<file path="config.mk">
export PLATFORM = sky130hd
export DESIGN_NAME = pce_front
export DESIGN_NICKNAME = d
export VERILOG_FILES = /design/src/sv/assert_macros.svh /design/src/sv/pce_pkg.sv /design/src/sv/pce_front.sv
export SDC_FILE = /design/constraint.sdc
export NUM_CORES = 2
export LEC_CHECK = 0
export BUFFER_PORTS_ARGS = -buffer_cell sky130_fd_sc_hd__buf_2
export CAP_MARGIN = 40
export CORE_AREA = 2 2 312 314
export DETAILED_ROUTE_END_ITERATION = 10
export DIE_AREA = 0 0 314 316
export PLACE_DENSITY = 0.63
export SYNTH_ARGS = -nofsm -noshare
export SYNTH_HDL_FRONTEND = slang
export SYNTH_SLANG_ARGS = --single-unit
</file>
<file path="constraint.sdc">
create_clock -name clk -period 9.8 [get_ports clk]
set_input_delay 0.49 -clock clk [delete_from_list [all_inputs] [get_ports clk]]
set_output_delay 0.49 -clock clk [all_outputs]
set_load 0.05 [all_outputs]
</file>
<file path="src/sv/assert_macros.svh">
// Concurrent assertion helpers, sampled on clk and held off during reset.
`ifndef ASSERT_MACROS_SVH
`define ASSERT_MACROS_SVH

`define PCE_ASSERT_ALWAYS(lbl, cond, msg) \
	lbl: assert property (@(posedge clk) disable iff (!arst_n) (cond)) else $error(msg);

`define PCE_ASSERT_NEXT(lbl, ante, cons, msg) \
	lbl: assert property (@(posedge clk) disable iff (!arst_n) (ante) |=> (cons)) else $error(msg);

`endif

</file>
<file path="src/sv/pce_pkg.sv">
package pce_pkg;

	localparam int DEF_SAMPLE_BITS = 16;
	localparam int DEF_MAX_LEN     = 1024;
	localparam int QUEUE_DEPTH     = 2;

	localparam int CORR_W       = 16;
	localparam int PAIR_COUNT_W = 11;
	localparam int STATUS_W     = 2;

	localparam logic [STATUS_W-1:0] STATUS_OK       = 2'd0;
	localparam logic [STATUS_W-1:0] STATUS_ZERO_VAR = 2'd1;
	localparam logic [STATUS_W-1:0] STATUS_DROPPED  = 2'd2;

	localparam logic [CORR_W-1:0] CORR_MAX = 16'h7FFF;
	localparam logic [CORR_W-1:0] QUO_ONE  = 16'h8000;

	localparam logic [2:0] OP_N_SXX    = 3'd0;
	localparam logic [2:0] OP_SX_SX    = 3'd1;
	localparam logic [2:0] OP_N_SYY    = 3'd2;
	localparam logic [2:0] OP_SY_SY    = 3'd3;
	localparam logic [2:0] OP_N_SXY    = 3'd4;
	localparam logic [2:0] OP_SX_SY    = 3'd5;
	localparam logic [2:0] OP_VAR_PROD = 3'd6;

	localparam logic [2:0] STEP_LL = 3'd0;
	localparam logic [2:0] STEP_LH = 3'd1;
	localparam logic [2:0] STEP_HL = 3'd2;
	localparam logic [2:0] STEP_HH = 3'd3;
	localparam logic [2:0] STEP_WB = 3'd4;

	typedef enum logic [4:0] {
		ST_IDLE = 5'b00001,
		ST_MUL  = 5'b00010,
		ST_SQRT = 5'b00100,
		ST_DIV  = 5'b01000,
		ST_DONE = 5'b10000
	} back_state_t;

	function automatic int count_w(input int max_len);
		return $clog2(max_len + 1);
	endfunction

	function automatic int sum_w(input int bits, input int max_len);
		return bits + count_w(max_len);
	endfunction

	function automatic int sq_w(input int bits, input int max_len);
		return 2 * bits - 2 + count_w(max_len);
	endfunction

	function automatic int cross_w(input int bits, input int max_len);
		return 2 * bits - 1 + count_w(max_len);
	endfunction

	function automatic int entry_w(input int bits, input int max_len);
		return count_w(max_len) + 1 + 2 * sum_w(bits, max_len) + 2 * sq_w(bits, max_len)
			+ cross_w(bits, max_len);
	endfunction

endpackage

</file>
<file path="src/sv/pce_front.sv">
module pce_front
	import pce_pkg::*;
#(
	parameter int SAMPLE_BITS = DEF_SAMPLE_BITS,
	parameter int MAX_LEN     = DEF_MAX_LEN,
	parameter int EW          = entry_w(DEF_SAMPLE_BITS, DEF_MAX_LEN)
) (
	input  logic                          clk,
	input  logic                          arst_n,
	input  logic signed [SAMPLE_BITS-1:0] x_sample,
	input  logic signed [SAMPLE_BITS-1:0] y_sample,
	input  logic                          last_sample,
	input  logic                          sample_valid,
	output logic                          sample_stall,
	output logic                          q_push,
	output logic [EW-1:0]                 q_data,
	input  logic                          q_full
);

	localparam int CW  = count_w(MAX_LEN);
	localparam int SXW = sum_w(SAMPLE_BITS, MAX_LEN);
	localparam int SQW = sq_w(SAMPLE_BITS, MAX_LEN);
	localparam int SPW = cross_w(SAMPLE_BITS, MAX_LEN);
	localparam int PW  = 2 * SAMPLE_BITS;

	logic                    accept;
	logic                    kept;
	logic                    advance;
	logic signed [PW-1:0]    pxx;
	logic signed [PW-1:0]    pyy;
	logic signed [PW-1:0]    pxy;

	logic [CW-1:0]           count_q;
	logic                    ovf_q;

	logic                    valid_s1;
	logic                    last_s1;
	logic [CW-1:0]           n_s1;
	logic                    ovf_s1;
	logic signed [SXW-1:0]   px_s1;
	logic signed [SXW-1:0]   py_s1;
	logic [SQW-1:0]          pxx_s1;
	logic [SQW-1:0]          pyy_s1;
	logic signed [SPW-1:0]   pxy_s1;

	logic signed [SXW-1:0]   sx_q;
	logic signed [SXW-1:0]   sy_q;
	logic [SQW-1:0]          sxx_q;
	logic [SQW-1:0]          syy_q;
	logic signed [SPW-1:0]   sxy_q;

	logic signed [SXW-1:0]   sx_next;
	logic signed [SXW-1:0]   sy_next;
	logic [SQW-1:0]          sxx_next;
	logic [SQW-1:0]          syy_next;
	logic signed [SPW-1:0]   sxy_next;

	assign pxx = x_sample * x_sample;
	assign pyy = y_sample * y_sample;
	assign pxy = x_sample * y_sample;

	assign kept         = count_q < CW'(MAX_LEN);
	assign sample_stall = valid_s1 && last_s1 && q_full;
	assign accept       = sample_valid && !sample_stall;
	assign advance      = valid_s1 && !(last_s1 && q_full);

	assign sx_next  = sx_q + px_s1;
	assign sy_next  = sy_q + py_s1;
	assign sxx_next = sxx_q + pxx_s1;
	assign syy_next = syy_q + pyy_s1;
	assign sxy_next = sxy_q + pxy_s1;

	assign q_push = advance && last_s1;
	assign q_data = {n_s1, ovf_s1, sx_next, sy_next, sxx_next, syy_next, sxy_next};

	always_ff @(posedge clk or negedge arst_n) begin
		if (!arst_n) begin
			count_q  <= '0;
			ovf_q    <= 1'b0;
			valid_s1 <= 1'b0;
		end else begin
			if (!sample_stall) begin
				valid_s1 <= accept;
			end
			if (accept) begin
				if (last_sample) begin
					count_q <= '0;
					ovf_q   <= 1'b0;
				end else begin
					count_q <= count_q + {{(CW-1){1'b0}}, kept};
					ovf_q   <= ovf_q | !kept;
				end
			end
		end
	end

	always_ff @(posedge clk) begin
		if (accept) begin
			last_s1 <= last_sample;
			n_s1    <= count_q + {{(CW-1){1'b0}}, kept};
			ovf_s1  <= ovf_q | !kept;
			px_s1   <= kept ? SXW'(x_sample) : '0;
			py_s1   <= kept ? SXW'(y_sample) : '0;
			pxx_s1  <= kept ? SQW'($unsigned(pxx)) : '0;
			pyy_s1  <= kept ? SQW'($unsigned(pyy)) : '0;
			pxy_s1  <= kept ? SPW'(pxy) : '0;
		end
	end

	always_ff @(posedge clk or negedge arst_n) begin
		if (!arst_n) begin
			sx_q  <= '0;
			sy_q  <= '0;
			sxx_q <= '0;
			syy_q <= '0;
			sxy_q <= '0;
		end else if (advance) begin
			if (last_s1) begin
				sx_q  <= '0;
				sy_q  <= '0;
				sxx_q <= '0;
				syy_q <= '0;
				sxy_q <= '0;
			end else begin
				sx_q  <= sx_next;
				sy_q  <= sy_next;
				sxx_q <= sxx_next;
				syy_q <= syy_next;
				sxy_q <= sxy_next;
			end
		end
	end

endmodule

</file>
# --- Yosys cells after proc, flatten, opt, wreduce, memory -nomap -nowiden ---
# Cells that the tools add are included.
word_totals:
  regBits: 350
  inputBits: 37
  output_inout_bits: 192
  word_cells: 45
classes:
  n_addsub: 6
  mul: 3
  magnitude_cmp: 1
  mux: 7
  bitwise: 1
  reduce_logical: 9
op_table:
  columns: ["operator", "n"]
  rows:
  - ["$mul A16 B16 Y32", 3]
  - ["$add A41 B41 Y41", 2]
  - ["$mux W41", 2]
  - ["$add A27 B16 Y27", 2]
  - ["$mux W27", 2]
  - ["$add A42 B32 Y42", 1]
  - ["$mux W42", 1]
  - ["$add A11 B1 Y11", 1]
  - ["$lt A11 B11 Y1 const B", 1]
  - ["$mux W11", 1]
  - ["$logic_and A1 B1 Y1", 6]
  - ["$logic_not A1 Y1", 3]
  - ["$mux W1", 1]
  - ["$or A1 B1 Y1", 1]

# --- Depth between registers and ports, before layout ---
depth:
  depth_word: 4
  depth_mapped: 26

# --- Worst setup path before layout ---
# No wires, ideal clock.
synth_timing:
  path_kind: "input to register"
  startpoint: "input port x_sample[11]"
  endpoint: "register pxx_s1[31] (data pin)"
  setup_time_ns: 0.266
  t_arrival_ns: 6.393
  path_slack_ns: 3.141
  path_stages: 23
  n_path_buf: 3
  path_cell_list: "clkbuf_1 clkbuf_1 nand2_1 fa_1 fa_1 fa_1 inv_1 fa_1 fa_1 inv_1 fa_1 inv_1 ha_1 clkbuf_1 a21oi_1 o21ai_0 a221o_1 a2111oi_2 o311ai_0 a21oi_1 o21ai_0 xnor2_1 nor2_1"
synth_between:
  elab_chain_cells: 1
synth_rtl:
  columns: ["item", "line_no", "text"]
  rows:
  - ["from (decl)", "pce_front.sv:10", "input logic signed [SAMPLE_BITS-1:0] x_sample,"]
  - ["$mul A16 B16 Y32", "pce_front.sv:58", "assign pxx = x_sample * x_sample;"]
  - ["to (signal assigned)", "pce_front.sv:104", "pxx_s1 <= kept ? SQW'($unsigned(pxx)) : '0;"]
  - ["to (decl)", "pce_front.sv:42", "logic [SQW-1:0] pxx_s1;"]
# No other way between the ends.
# A chain may end at the register's enable or synchronous reset.

# --- Final worst setup path ---
layout_timing:
  startpoint: "input port x_sample[2]"
  endpoint: "register pxx_s1[31] (data pin)"
# The elaborated chain is that of the path after synthesis.

==> impl_metrics.json <==
{
  "status": "finished clean",
  "vias": 35200,
  "ios": 229,
  "dr.pass1.iters": 6,
  "endpoint_kind": "flip-flop",
  "layout_commonest_cell": "inv_1",
  "critPathKind": "in2reg",
  "hp-class": "in2reg",
  "cts_buffer_depth": 3,
  "dieArea_um2": 99200,
  "syn-mean-instance-area_um2": 9.46,
  "drive_gt1_share_pct": 7.45,
  "syn2layout_area_growth_pct": 8.29,
  "fin_ws_ns": 2.51,
  "cts-htree-levels": 2,
  "worstSetupStartpointType": "input pin",
  "place_ws_ns": 2.06,
  "cts_setup_buffers": 0,
  "post-route-period-util_pct": 74.3,
  "final_cell_mix": "inv_1 (967), fa_1 (730), ha_1 (426)",
  "grt_pass1_wl_um": 194000,
  "fin_crit_ns": 7.29,
  "die-height_um": 316,
  "cts_buffers": 40,
  "synth_nets": 6226,
  "hold_depth": 2,
  "place_hpwl_um": 94000,
  "antenna_found_initial": 10,
  "clk_pin_slew_worst_paths_ns": 0.06,
  "max_freq_ghz": 0.137,
  "reg2regPathDepth": 11,
  "via_per_inst": 5.44,
  "port_buffers": 228,
  "reg2reg_from": "py_s1[0]",
  "clk_root_buffer_cell": "clkbuf_16",
  "fin_hold_ws_ns": 0.111,
  "r2r-end": "sy_q[26]",
  "wire_per_inst_um": 18.5,
  "track_usage_pct": 24.7,
  "hold_buffers": 1,
  "fillCellCount": 8855,
  "postRouteAntennaNets": 0,
  "core_area_um2": 96000,
  "finalSetupViolCount": 0,
  "final_cells": 6471,
  "drcViolationCount": 0,
  "grt.overflow.total": 0,
  "gp_congestion": 0.878,
  "crit_arrival_ns": 7.61,
  "yosysWarnings": 0,
  "cts_tree": "done",
  "nets": 6353,
  "yosysUniqueCellTypes": 85,
  "synthFlopType": "dfrtp_1",
  "skew_ns": 0.0286,
  "synth-async-reset-ratio_pct": 58.2,
  "grt_start_max_net_pins": 75,
  "hold_violations": 0,
  "register_area_um2": 8900,
  "ys_seq_area_share_pct": 18.7,
  "drt-total-wl_um": 120000,
  "multi_input_comb_area_um2": 34400,
  "clock_sinks": 328,
  "tightest_slew_ns": 0.976,
  "syn-instance-count": 5033,
  "slowest_stage": "fa_1",
  "dp_cells": 6393,
  "hold_start": "sample_valid",
  "whs_endpoint": "valid_s1",
  "r2r_slack_ns": 6.23,
  "cp.required_ns": 10.12,
  "rows": 114,
  "maxSlewHeadroom_pct": 34.9,
  "synth-seq-cells": 328,
  "clock_latency_ns": 0.61,
  "drtIter0Drc": 2368,
  "synthesis.area_um2": 47600,
  "cap_violations": 0,
  "synth-edff-count": 137,
  "drv_slew": 0,
  "final.setup.tns_ns": 0,
  "rsz0062_at_grt": "no",
  "post_cts_resized": 0,
  "worstPathCellList": "buf_2 -> inv_1 -> nor2_1 -> inv_1 -> fa_1 -> inv_1 -> fa_1 -> fa_1 -> fa_1 -> fa_1 -> inv_1 -> fa_1 -> inv_1 -> ha_1 -> a21oi_1 -> o21ai_0 -> a221o_1 -> a2111oi_2 -> o311ai_0 -> a21oi_1 -> o21ai_0 -> xnor2_1 -> nor2_1",
  "cp_common_cell": "fa_1",
  "grt_pass1_vias": 36100,
  "cp_max_fo": 27,
  "cpPeakStageDelay_ns": 0.52,
  "die_w_um": 314,
  "initial_core_util_pct": 49.6
}
synth_stat cells (all sizes together), types with 22 or more instances:
cell,count,share of area (%)
a211oi,24,0.38
a21o,125,2.0
a21oi,193,2.0
a22o,149,2.7
a31oi,23,0.30
and2,182,2.4
and3,28,0.37
clkbuf,163,1.3
dfrtp,191,10
edfxtp,137,8.6
fa,730,31
ha,426,11
inv,970,7.6
nand2,406,3.2
nand2b,34,0.45
nand3,73,0.77
nand4,25,0.33
nor2,332,2.6
nor2b,51,0.68
nor3,50,0.53
o211ai,22,0.35
o21a,30,0.47
o21ai,147,1.5
o21bai,27,0.43
xnor2,199,3.7
xor2,86,1.6
worst max path at each step:
stage	start	slack, ns	to	cells past startpoint
detailed placement	x_sample[2]	2.06	pxx_s1[31]	23
global route	x_sample[2]	2.10	pxx_s1[31]	23
global placement	x_sample[15]	2.22	pxx_s1[31]	22
floorplan	x_sample[11]	3.14	pxx_s1[31]	23
CTS	x_sample[2]	2.67	pxx_s1[31]	23
finish	x_sample[2]	2.51	pxx_s1[31]	23
final cells by class:
cell class | count | share of cell area, %
flip-flops and latches | 328 | 17.3
clock buffers | 46 | 2.04
diodes | 3 | 0.0146
clock inverters | 28 | 0.806
multi-input cells | 3552 | 66.7
repair buffers | 265 | 2.96
well taps | 1276 | 3.10
inverters | 973 | 7.09
registers in the layout (all words and copies together) (netlist names):
register / count
n_s1: 11
pxx_s1: 30
syy_q: 41
pxy_s1: 32
ovf_s1: 1
last_s1: 1
px_s1: 16
py_s1: 16
sy_q: 27
ovf_q: 1
sxy_q: 42
sx_q: 27
sxx_q: 41
pyy_s1: 30
count_q: 11
valid_s1: 1
kinds of logic after synthesis:
group	count (synthesis)	synth area share (%)
muxes	5	0.110
xor gates and xnor gates	285	5.24
DFF	328	18.7
buffers and inverters	1153	9.11
adders and majority gates	1156	41.9
and+or+nand+nor	1238	12.2
AOI/OAI and AO/OA	868	12.7
worst max-delay path, delay by kind of cell:
| family | cells | cell delay, ns |
|---|---|---|
| buf+inv | 6 | 1.18 |
| fa+ha+maj | 7 | 3.22 |
| xor+xnor | 1 | 0.18 |
| compound gates | 7 | 2.13 |
| simple gates | 2 | 0.39 |
per-layer routing:
metal  GRT usage (%)  up-vias  part of all wire [%]  routed length (um)
met5               0        -                 0.037                  44
met4            5.13        8                   1.8                2200
met3            3.42      123                   5.9                7090
met2            41.1      857                    48               57600
met1            34.8    17800                    44               53000
li1                -    16500                     -                   -
per-stage QoR:
stage | utilization (%) | area [um^2]
after global placement | 52.0 | 49900
after CTS | 53.7 | 51500
after global routing | 53.7 | 51500
final | 53.7 | 51500
after floorplan | - | 47600
after detailed placement | 52.2 | 50100
Power is not shown: default switching activity piles up to over one toggle a cycle in this logic, so the estimate is an artifact.
