File: src/sv/assert_macros.svh
// Concurrent assertion helpers, sampled on clk and held off during reset.
`ifndef ASSERT_MACROS_SVH
`define ASSERT_MACROS_SVH

`define PCE_ASSERT_ALWAYS(lbl, cond, msg) \
	lbl: assert property (@(posedge clk) disable iff (!arst_n) (cond)) else $error(msg);

`define PCE_ASSERT_NEXT(lbl, ante, cons, msg) \
	lbl: assert property (@(posedge clk) disable iff (!arst_n) (ante) |=> (cons)) else $error(msg);

`endif

File: src/sv/pce_pkg.sv
package pce_pkg;

	localparam int DEF_SAMPLE_BITS = 16;
	localparam int DEF_MAX_LEN     = 1024;
	localparam int QUEUE_DEPTH     = 2;

	localparam int CORR_W       = 16;
	localparam int PAIR_COUNT_W = 11;
	localparam int STATUS_W     = 2;

	localparam logic [STATUS_W-1:0] STATUS_OK       = 2'd0;
	localparam logic [STATUS_W-1:0] STATUS_ZERO_VAR = 2'd1;
	localparam logic [STATUS_W-1:0] STATUS_DROPPED  = 2'd2;

	localparam logic [CORR_W-1:0] CORR_MAX = 16'h7FFF;
	localparam logic [CORR_W-1:0] QUO_ONE  = 16'h8000;

	localparam logic [2:0] OP_N_SXX    = 3'd0;
	localparam logic [2:0] OP_SX_SX    = 3'd1;
	localparam logic [2:0] OP_N_SYY    = 3'd2;
	localparam logic [2:0] OP_SY_SY    = 3'd3;
	localparam logic [2:0] OP_N_SXY    = 3'd4;
	localparam logic [2:0] OP_SX_SY    = 3'd5;
	localparam logic [2:0] OP_VAR_PROD = 3'd6;

	localparam logic [2:0] STEP_LL = 3'd0;
	localparam logic [2:0] STEP_LH = 3'd1;
	localparam logic [2:0] STEP_HL = 3'd2;
	localparam logic [2:0] STEP_HH = 3'd3;
	localparam logic [2:0] STEP_WB = 3'd4;

	typedef enum logic [4:0] {
		ST_IDLE = 5'b00001,
		ST_MUL  = 5'b00010,
		ST_SQRT = 5'b00100,
		ST_DIV  = 5'b01000,
		ST_DONE = 5'b10000
	} back_state_t;

	function automatic int count_w(input int max_len);
		return $clog2(max_len + 1);
	endfunction

	function automatic int sum_w(input int bits, input int max_len);
		return bits + count_w(max_len);
	endfunction

	function automatic int sq_w(input int bits, input int max_len);
		return 2 * bits - 2 + count_w(max_len);
	endfunction

	function automatic int cross_w(input int bits, input int max_len);
		return 2 * bits - 1 + count_w(max_len);
	endfunction

	function automatic int entry_w(input int bits, input int max_len);
		return count_w(max_len) + 1 + 2 * sum_w(bits, max_len) + 2 * sq_w(bits, max_len)
			+ cross_w(bits, max_len);
	endfunction

endpackage

File: src/sv/pce_fifo.sv
module pce_fifo
	import pce_pkg::*;
#(
	parameter int WIDTH = 8,
	parameter int DEPTH = QUEUE_DEPTH
) (
	input  logic             clk,
	input  logic             arst_n,
	input  logic             push,
	input  logic [WIDTH-1:0] push_data,
	input  logic             pop,
	output logic [WIDTH-1:0] pop_data,
	output logic             not_empty,
	output logic             full
);

	localparam int PTRW = (DEPTH > 1) ? $clog2(DEPTH) : 1;
	localparam int CNTW = $clog2(DEPTH + 1);

	logic [WIDTH-1:0] mem_q [DEPTH];
	logic [PTRW-1:0]  wr_ptr_q;
	logic [PTRW-1:0]  rd_ptr_q;
	logic [CNTW-1:0]  count_q;

	assign not_empty = count_q != '0;
	assign full      = count_q == CNTW'(DEPTH);
	assign pop_data  = mem_q[rd_ptr_q];

	always_ff @(posedge clk) begin
		if (push) begin
			mem_q[wr_ptr_q] <= push_data;
		end
	end

	always_ff @(posedge clk or negedge arst_n) begin
		if (!arst_n) begin
			wr_ptr_q <= '0;
			rd_ptr_q <= '0;
			count_q  <= '0;
		end else begin
			if (push) begin
				wr_ptr_q <= (wr_ptr_q == PTRW'(DEPTH - 1)) ? '0 : wr_ptr_q + 1'b1;
			end
			if (pop) begin
				rd_ptr_q <= (rd_ptr_q == PTRW'(DEPTH - 1)) ? '0 : rd_ptr_q + 1'b1;
			end
			if (push && !pop) begin
				count_q <= count_q + 1'b1;
			end else if (pop && !push) begin
				count_q <= count_q - 1'b1;
			end
		end
	end

endmodule

File: config.mk
export PLATFORM = sky130hd
export DESIGN_NAME = pce_fifo
export DESIGN_NICKNAME = d
export VERILOG_FILES = /design/src/sv/assert_macros.svh /design/src/sv/pce_pkg.sv /design/src/sv/pce_fifo.sv
export SDC_FILE = /design/constraint.sdc
export NUM_CORES = 1
export LEC_CHECK = 0
export BUFFER_PORTS_ARGS = -buffer_cell sky130_fd_sc_hd__buf_2
export CAP_MARGIN = 20
export CORE_MARGIN = 8
export CORE_UTILIZATION = 52
export DETAILED_ROUTE_END_ITERATION = 8
export PLACE_DENSITY_LB_ADDON = 0.05
export SYNTH_ARGS = -nofsm -noshare
export SYNTH_HDL_FRONTEND = slang
export SYNTH_SLANG_ARGS = --single-unit
File: constraint.sdc
create_clock -name clk -period 1.75 [get_ports clk]
set_input_delay 0.0875 -clock clk [delete_from_list [all_inputs] [get_ports clk]]
set_output_delay 0.0875 -clock clk [all_outputs]
set_load 0.02 [all_outputs]
; Yosys cells after proc, flatten, opt, wreduce, memory -nomap -nowiden
; Memories as Yosys holds them, arrays and structs flattened.
; Cells that the tools add are included.
[totals]
regBits = 4
elab_cells = 21
ramBits = 16
mem_count = 1
inputBits = 12
[memory_table]
columns = memory, words, word_bits, rd, rd_ports_with_merged_regs, write_ports, line
row1 = mem_q, 2, 8, 1, 0, 1, pce_fifo.sv:20  ; logic [WIDTH-1:0] mem_q [DEPTH];
[classes]
mux = 6
add_sub_neg = 4
n_reduce_logical = 6
n_eq_ne = 1
[op_table]
columns = cell, count
row1 = $mux 1, 4
row2 = $mux 2, 2
row3 = $reduce_bool 2->1, 2
row4 = $add 1x1->1 const B, 2
row5 = $add 2x1->2 const B, 1
row6 = $eq 2x2->1 const B, 1
row7 = $logic_and 1x1->1, 2
row8 = $logic_not 1->1, 2
row9 = $sub 2x1->2 const B, 1

; Longest topological paths before layout
; Gate-level depths: netlist of run 1.
[depth]
depth_word = 4
mapped_depth = 5

; Least setup slack after synthesis of run 1
; OpenSTA, ideal clock, no wires.
[synth_path]
kind = flip-flop to flip-flop
from = register wr_ptr_q
to = memory mem_q[0][0] (enable)
synth_period_minus_slack_ns = 1.162
setup_slack_ns = 0.588
path_buffers = 0
t_arrival_ns = 0.789
path_stages_with_launch = 2
cell_sequence = dfrtp_1 -> nor2b_1
[synth_rtl]
columns = element, line
row1 = "start, declared", pce_fifo.sv:21  ; logic [PTRW-1:0] wr_ptr_q;
row2 = "start signal, assigned", pce_fifo.sv:42  ; wr_ptr_q <= (wr_ptr_q == PTRW'(DEPTH - 1)) ? '0 : wr_ptr_q + 1'b1;
row3 = "end, declared", pce_fifo.sv:20
; Straight into the memory's write port.

; Worst setup path in the final report of run 1
[layout_path]
from = register rd_ptr_q
to = output port pop_data[3]
[layout_between]
elab_chain_len = 1
[layout_lines]
columns = element, line
row1 = "start, declared", pce_fifo.sv:22  ; logic [PTRW-1:0] rd_ptr_q;
row2 = "start signal, assigned", pce_fifo.sv:45  ; rd_ptr_q <= (rd_ptr_q == PTRW'(DEPTH - 1)) ? '0 : rd_ptr_q + 1'b1;
row3 = $mem_v2 2x8, --
row4 = "end, declared", pce_fifo.sv:12  ; output logic [WIDTH-1:0] pop_data,
; No other way between the ends.

==> metrics, run 1 <==
Overflow after GRT 0; Die Area just under 3000 um^2; initial DRC count 2; # IOs 22; CTS buffer count 3; mapped cell area a little under 800 um^2; status complete, no violations; Final GP Congestion between 0.6 and 0.7; Final Hold Vio Count 0; post-synth top area share 62.1%; peak supply drop around 0.00095 V; Slew Limit Fails 0; #FFs+latches synth 20; maximum capacitance violations 0; RSZ-0062 raised after global routing false; root buffer cell clkbuf_4; fin worst setup slack around 0.25 ns; Non-Filler Instances between 90 and 100; Area Growth Syn to Fin 32.0%; worst clock skew about 0.0086 ns; H-tree Lvls 1; startpoint class of the critical path flip-flop; Nets 90; Synthesis Warnings 0; clock-pin transition on the worst setup and hold timing paths 0.09 ns; site row count 14; Detail Placement HPWL between 900 and 1000 um; Yosys cell types 13; Worst EP required about 1.7 ns; Inst Count DP 78; pre-CTS setup slack 0.567 ns; detailed-route wire length about 1200 um; vias per cell approximately 4.9; CTS tree yes; first-pass GRT wire length roughly 2000 um; synth top area cells edfxtp_1 (62%), dfrtp_1 (13%), mux2_2 (12%); Mapped Cells a little over 40; Least-Margin Pin Slew ~0.38 ns; layout cell share with drive strength beyond 1 between 40 and 50%; minimum clock period 1.50 ns; largest net degree at the start of global routing 12; final antenna-violating net count 0; Slew headroom between 70% and 80%; dominant cell type by area after synthesis edfxtp_1; static leakage 0.421 nW; most common cell after layout, fill and taps aside buf_2; vias in the first global route about 470; total negative slack 0 ns; Fill cells 96; Multi-input gate area 178 um^2; syn nets 54; number of remaining DRC errors 0; Die H around 55 um; vias 450; Critical Path Sink Type primary output; power per cell area around 1400 nW/um^2; dpl cell area between 800 and 900 um^2; Seq/Total Area, Yosys approximately three quarters; Hold Path Class input port to flip-flop; antenna cells 0; Clk Latency, worst-skew pair ~0.28 ns; worst-path maximum fanout 9; Arrival @ worst endpoint about 1.4 ns; post-route cell area just over 1000 um^2; mean area per synthesized cell 18.9 um^2; initial antenna violation count 0; Die Width approximately 55 um; Core Footprint between 1000 and 1500 um^2; drt pass-1 iters 2; # clock sinks 20; CP Class flip-flop to primary output; Clock Tree Buf Depth 2; most frequent cells in the layout buf_2 (21), edfxtp_1 (16), dlygate4sd3_1 (10); fmax about 0.67 GHz; Register Area between 500 and 600 um^2; initial core utilization approximately 53%; Finish-stage setup viols 0; gr usage total between 9 and 10%; # port buffers 21; wire length per cell ~13 um; Final period util between 80% and 90%
-- state kept, by name, summed over array words and instances, names as in the netlist --
register	count
wr_ptr_q	1
count_q	2
mem_q	16
rd_ptr_q	1
-- path summary, 6_finish.rpt --
kind                                      start  slack [ns]                endpoint  depth (start not counted)
max                        rd_ptr_q$_DFFE_PN0P_        0.25             pop_data[3]                          2
min                                        push        0.02    wr_ptr_q$_DFFE_PN0P_                          2
max reg2reg                wr_ptr_q$_DFFE_PN0P_        0.66   mem_q[1][7]$_DFFE_PP_                          1
min reg2reg                wr_ptr_q$_DFFE_PN0P_        0.49    wr_ptr_q$_DFFE_PN0P_                          1
max in group asynchronous                arst_n        1.49    rd_ptr_q$_DFFE_PN0P_                          2
min in group asynchronous                arst_n        0.13  count_q[0]$_DFFE_PN0P_                          2
-- final cells by class --
type	count	area share [%]
clock buffer	4	2.57
sequential	20	56.9
tap	16	1.96
timing repair buffer	32	20.8
multi-input combinational	19	17.4
inverter	1	0.368
-- stage by stage --
stage                     hold slack [ns]  util (%)  power (W)
after floorplan                    -0.208         -    0.00109
after global placement            -0.0999      61.5    0.00123
after detailed placement          -0.0982      61.5    0.00124
after CTS                         0.00857      70.2    0.00147
after global routing              0.00321      70.2    0.00152
final                              0.0172      70.2    0.00144
-- Yosys cell counts, drive strengths merged --
library cell and count:
nor2 1, xor2 4, dfrtp 4, xnor2 1, mux2 8, buf 1, and2 1, and2b 1
nor2b 1, inv 1, edfxtp 16, or2 1, ha 1
-- metal layers --
layer  global-route usage [%]  routed length (um)
met1                     10.9                 528
met2                     15.5                 605
met3                     2.45                  53
met4                     3.69                  12
met5                        0                   0
-- power by group --
group / total (W) / internal, W / switching (W)
clock: 0.000210 / 0.0000883 / 0.000121
sequential: 0.000732 / 0.000646 / 0.0000864
combinational: 0.000499 / 0.000237 / 0.000262
total: 0.00144 / 0.000971 / 0.000470
-- repair_timing --
action / CTS / global route
hold endpoints to repair: 21 / 0
hold buffers: 10 / 0
gates resized for setup: 0 / 0
setup buffers: 0 / 0
-- worst max-delay path, stage by stage (launching register included) --
cell	delay [ns]
dfrtp_1	0.59
mux2_2	0.39
buf_2	0.16
-- kinds of logic (layout without fill, tap and decap cells) --
logic type               Yosys count  count (layout)  share of synthesized area (%)
multiplexers                       8               8                           11.7
AND/OR/NAND/NOR                    5               5                           4.05
adder cells (fa/ha/maj)            1               1                           1.62
XOR/XNOR                           5               5                           5.66
flip-flops                        20              20                           75.1
buffers and inverters              2              37                           1.94
No activity file was read; power rests on OpenSTA's default activity.
==> run 2, diff against run 1 <==
MAX_ROUTING_LAYER = met4   (was not set)
==> run 2 against run 1 <==
Against the previous run: global-route usage up 0.28 points; combinational power hardly changed; sequential power barely moved; clock power hardly changed; worst setup slack about the same; cell count unchanged; critical path depth unchanged; die area did not move; largest power group unchanged.
==> metrics, run 2 (synthesized netlist as in run 1, its figures left out) <==
status complete, no violations (unchanged); site row count 14 (unchanged); CP Class flip-flop to primary output (unchanged); number of remaining DRC errors 0 (unchanged); delay-heaviest family, CP flip-flops (unchanged); Slew headroom 74.4% (unchanged); Psw 0.000470 W (unchanged); # port buffers 21 (unchanged); Final Power 0.00144 W (unchanged); power per cell area 1410 nW/um^2 (unchanged); Clk pwr share 14.5% (about the same); post-route cell area 1020 um^2 (unchanged); peak supply drop 0.000952 V (unchanged); R2R setup slack 0.66 ns (about the same); Final period util 85.5% (about the same); worst r2r dst mem_q[1][7]$_DFFE_PP_ (unchanged); Overflow after GRT 0 (unchanged); first-pass GRT wire length 2010 um (was 2000 um); CP max stage delay 0.59 ns (about the same); Inst Count DP 78 (unchanged); Seq pwr share 50.8% (about the same); CTS tree yes (unchanged); vias per cell 4.89 (unchanged); Detail Placement HPWL 918 um (unchanged); final antenna-violating net count 0 (unchanged); initial antenna violation count 0 (unchanged); critical path's slowest cell dfrtp_1 (unchanged); Fill cells 96 (unchanged); hold buffers post-CTS 10 (unchanged); # IOs 22 (unchanged); gr usage total 9.47% (was 9.19%); Hold Path Class input port to flip-flop (unchanged); # clock sinks 20 (unchanged); Hold Crit Depth 2 (unchanged); Non-Filler Instances 92 (unchanged); Multi-input gate area 178 um^2 (unchanged); largest net degree at the start of global routing 12 (unchanged); Setup Buffers After CTS 0 (unchanged); crit path cell chain mux2_2 > buf_2 (unchanged); dpl cell area 895 um^2 (unchanged); CTS buffer count 3 (unchanged); worst r2r path cells 1 (unchanged); most common cell after layout, fill and taps aside buf_2 (unchanged); post-cts sizing count 0 (unchanged); minimum clock period 1.50 ns (about the same); Die Area 2980 um^2 (unchanged); worst-path maximum fanout 9 (unchanged); vias 450 (unchanged); Die Width 54.6 um (unchanged); initial DRC count 2 (unchanged); total negative slack 0 ns (unchanged); clock-pin transition on the worst setup and hold timing paths 0.09 ns (about the same); Worst EP required 1.66 ns (about the same); maximum capacitance violations 0 (unchanged); drt pass-1 iters 2 (unchanged); initial core utilization 53.2% (unchanged); layout cell share with drive strength beyond 1 46.1% (unchanged); Core Footprint 1450 um^2 (unchanged); wire length per cell 13.1 um (unchanged); fmax 0.668 GHz (about the same); Clk Latency, worst-skew pair 0.28 ns (about the same); worst clock skew 0.00861 ns (unchanged); Arrival @ worst endpoint 1.41 ns (about the same); static leakage 0.421 nW (unchanged); detailed-route wire length 1200 um (unchanged); Hold EP wr_ptr_q$_DFFE_PN0P_ (unchanged); root buffer cell clkbuf_4 (unchanged); vias in the first global route 466 (unchanged); Combinational Power Share 34.6% (about the same); startpoint class of the critical path flip-flop (unchanged); Slew Limit Fails 0 (unchanged); Least-Margin Pin Slew 0.384 ns (unchanged); Buf/Inv on CP 1 (unchanged); Register Area 581 um^2 (unchanged); Critical Path Sink Type primary output (unchanged); most frequent cells in the layout buf_2 (21), edfxtp_1 (16), dlygate4sd3_1 (10) (unchanged); Internal 0.000971 W (unchanged); H-tree Lvls 1 (unchanged); Clock Tree Buf Depth 2 (unchanged); antenna cells 0 (unchanged); Finish-stage setup viols 0 (unchanged); Area Growth Syn to Fin 32.0% (unchanged); switching share of total power 32.6% (unchanged); Nets 90 (unchanged); Die H 54.6 um (unchanged); hold path start push (unchanged); RSZ-0062 raised after global routing false (unchanged); largest register by flop count mem_q (unchanged); Final GP Congestion 0.644 (was 0.638); biggest regs mem_q: 16 flops, count_q: 2 flops (unchanged); Crit Reg-Reg Startpoint wr_ptr_q$_DFFE_PN0P_ (unchanged); Final Hold Vio Count 0 (unchanged); max reg flops 16 (unchanged)
==> run 2: cell counts in the layout (fill, tap and decap cells not counted) <==
Identical to the previous run, type by type.
==> run 2: cell type report <==
| cell class | count | area share [%] |
|---|---|---|
| inverters | 1 | 0.368 |
| repair buffers | 32 | 20.8 |
| flip-flops and latches | 20 | 56.9 |
| well taps | 16 | 1.96 |
| multi-input cells | 19 | 17.4 |
| clock buffers | 4 | 2.57 |
==> run 2: worst max-delay path by stage <==
stage | start | end | slack, ns | cells after the start
6_report | rd_ptr_q$_DFFE_PN0P_ | pop_data[3] | 0.25 | 2
5_1_grt | rd_ptr_q$_DFFE_PN0P_ | pop_data[5] | 0.17 | 2
4_1_cts | rd_ptr_q$_DFFE_PN0P_ | pop_data[3] | 0.24 | 2
3_5_place_dp | rd_ptr_q$_DFFE_PN0P_ | pop_data[3] | 0.57 | 2
3_3_place_gp | rd_ptr_q$_DFFE_PN0P_ | pop_data[6] | 0.58 | 2
2_1_floorplan | wr_ptr_q$_DFFE_PN0P_ | mem_q[0][0]$_DFFE_PP_ | 0.59 | 1
==> run 2: stage by stage <==
step | utilization (%) | setup slack, ns | hold slack (ns)
floorplan | - | 0.588 | -0.208
global placement | 61.5 | 0.578 | -0.0999
detailed placement | 61.5 | 0.567 | -0.0982
CTS | 70.2 | 0.235 | 0.00857
global route | 70.2 | 0.175 | 0.00321
finish | 70.2 | 0.254 | 0.0172
==> run 2: power groups by stage <==
| stage | logic [W] | registers (W) | clock network (W) |
|---|---|---|---|
| 6_report | 0.000499 | 0.000732 | 0.000210 |
| 5_1_grt | 0.000533 | 0.000750 | 0.000240 |
| 4_1_cts | 0.000511 | 0.000735 | 0.000221 |
| 3_5_place_dp | 0.000493 | 0.000744 | 0 |
| 3_3_place_gp | 0.000486 | 0.000740 | 0 |
| 2_1_floorplan | 0.000397 | 0.000697 | 0 |
==> run 2: metal layers <==
layer	wire length (um)	part of all wire (%)	vias to the layer above	global-route usage [%]
li1	-	-	222	-
met1	528	44	217	10.9
met2	605	50	9	15.5
met3	53	4.4	2	2.45
met4	12	1.0	0	3.69
met5	0	0	-	-
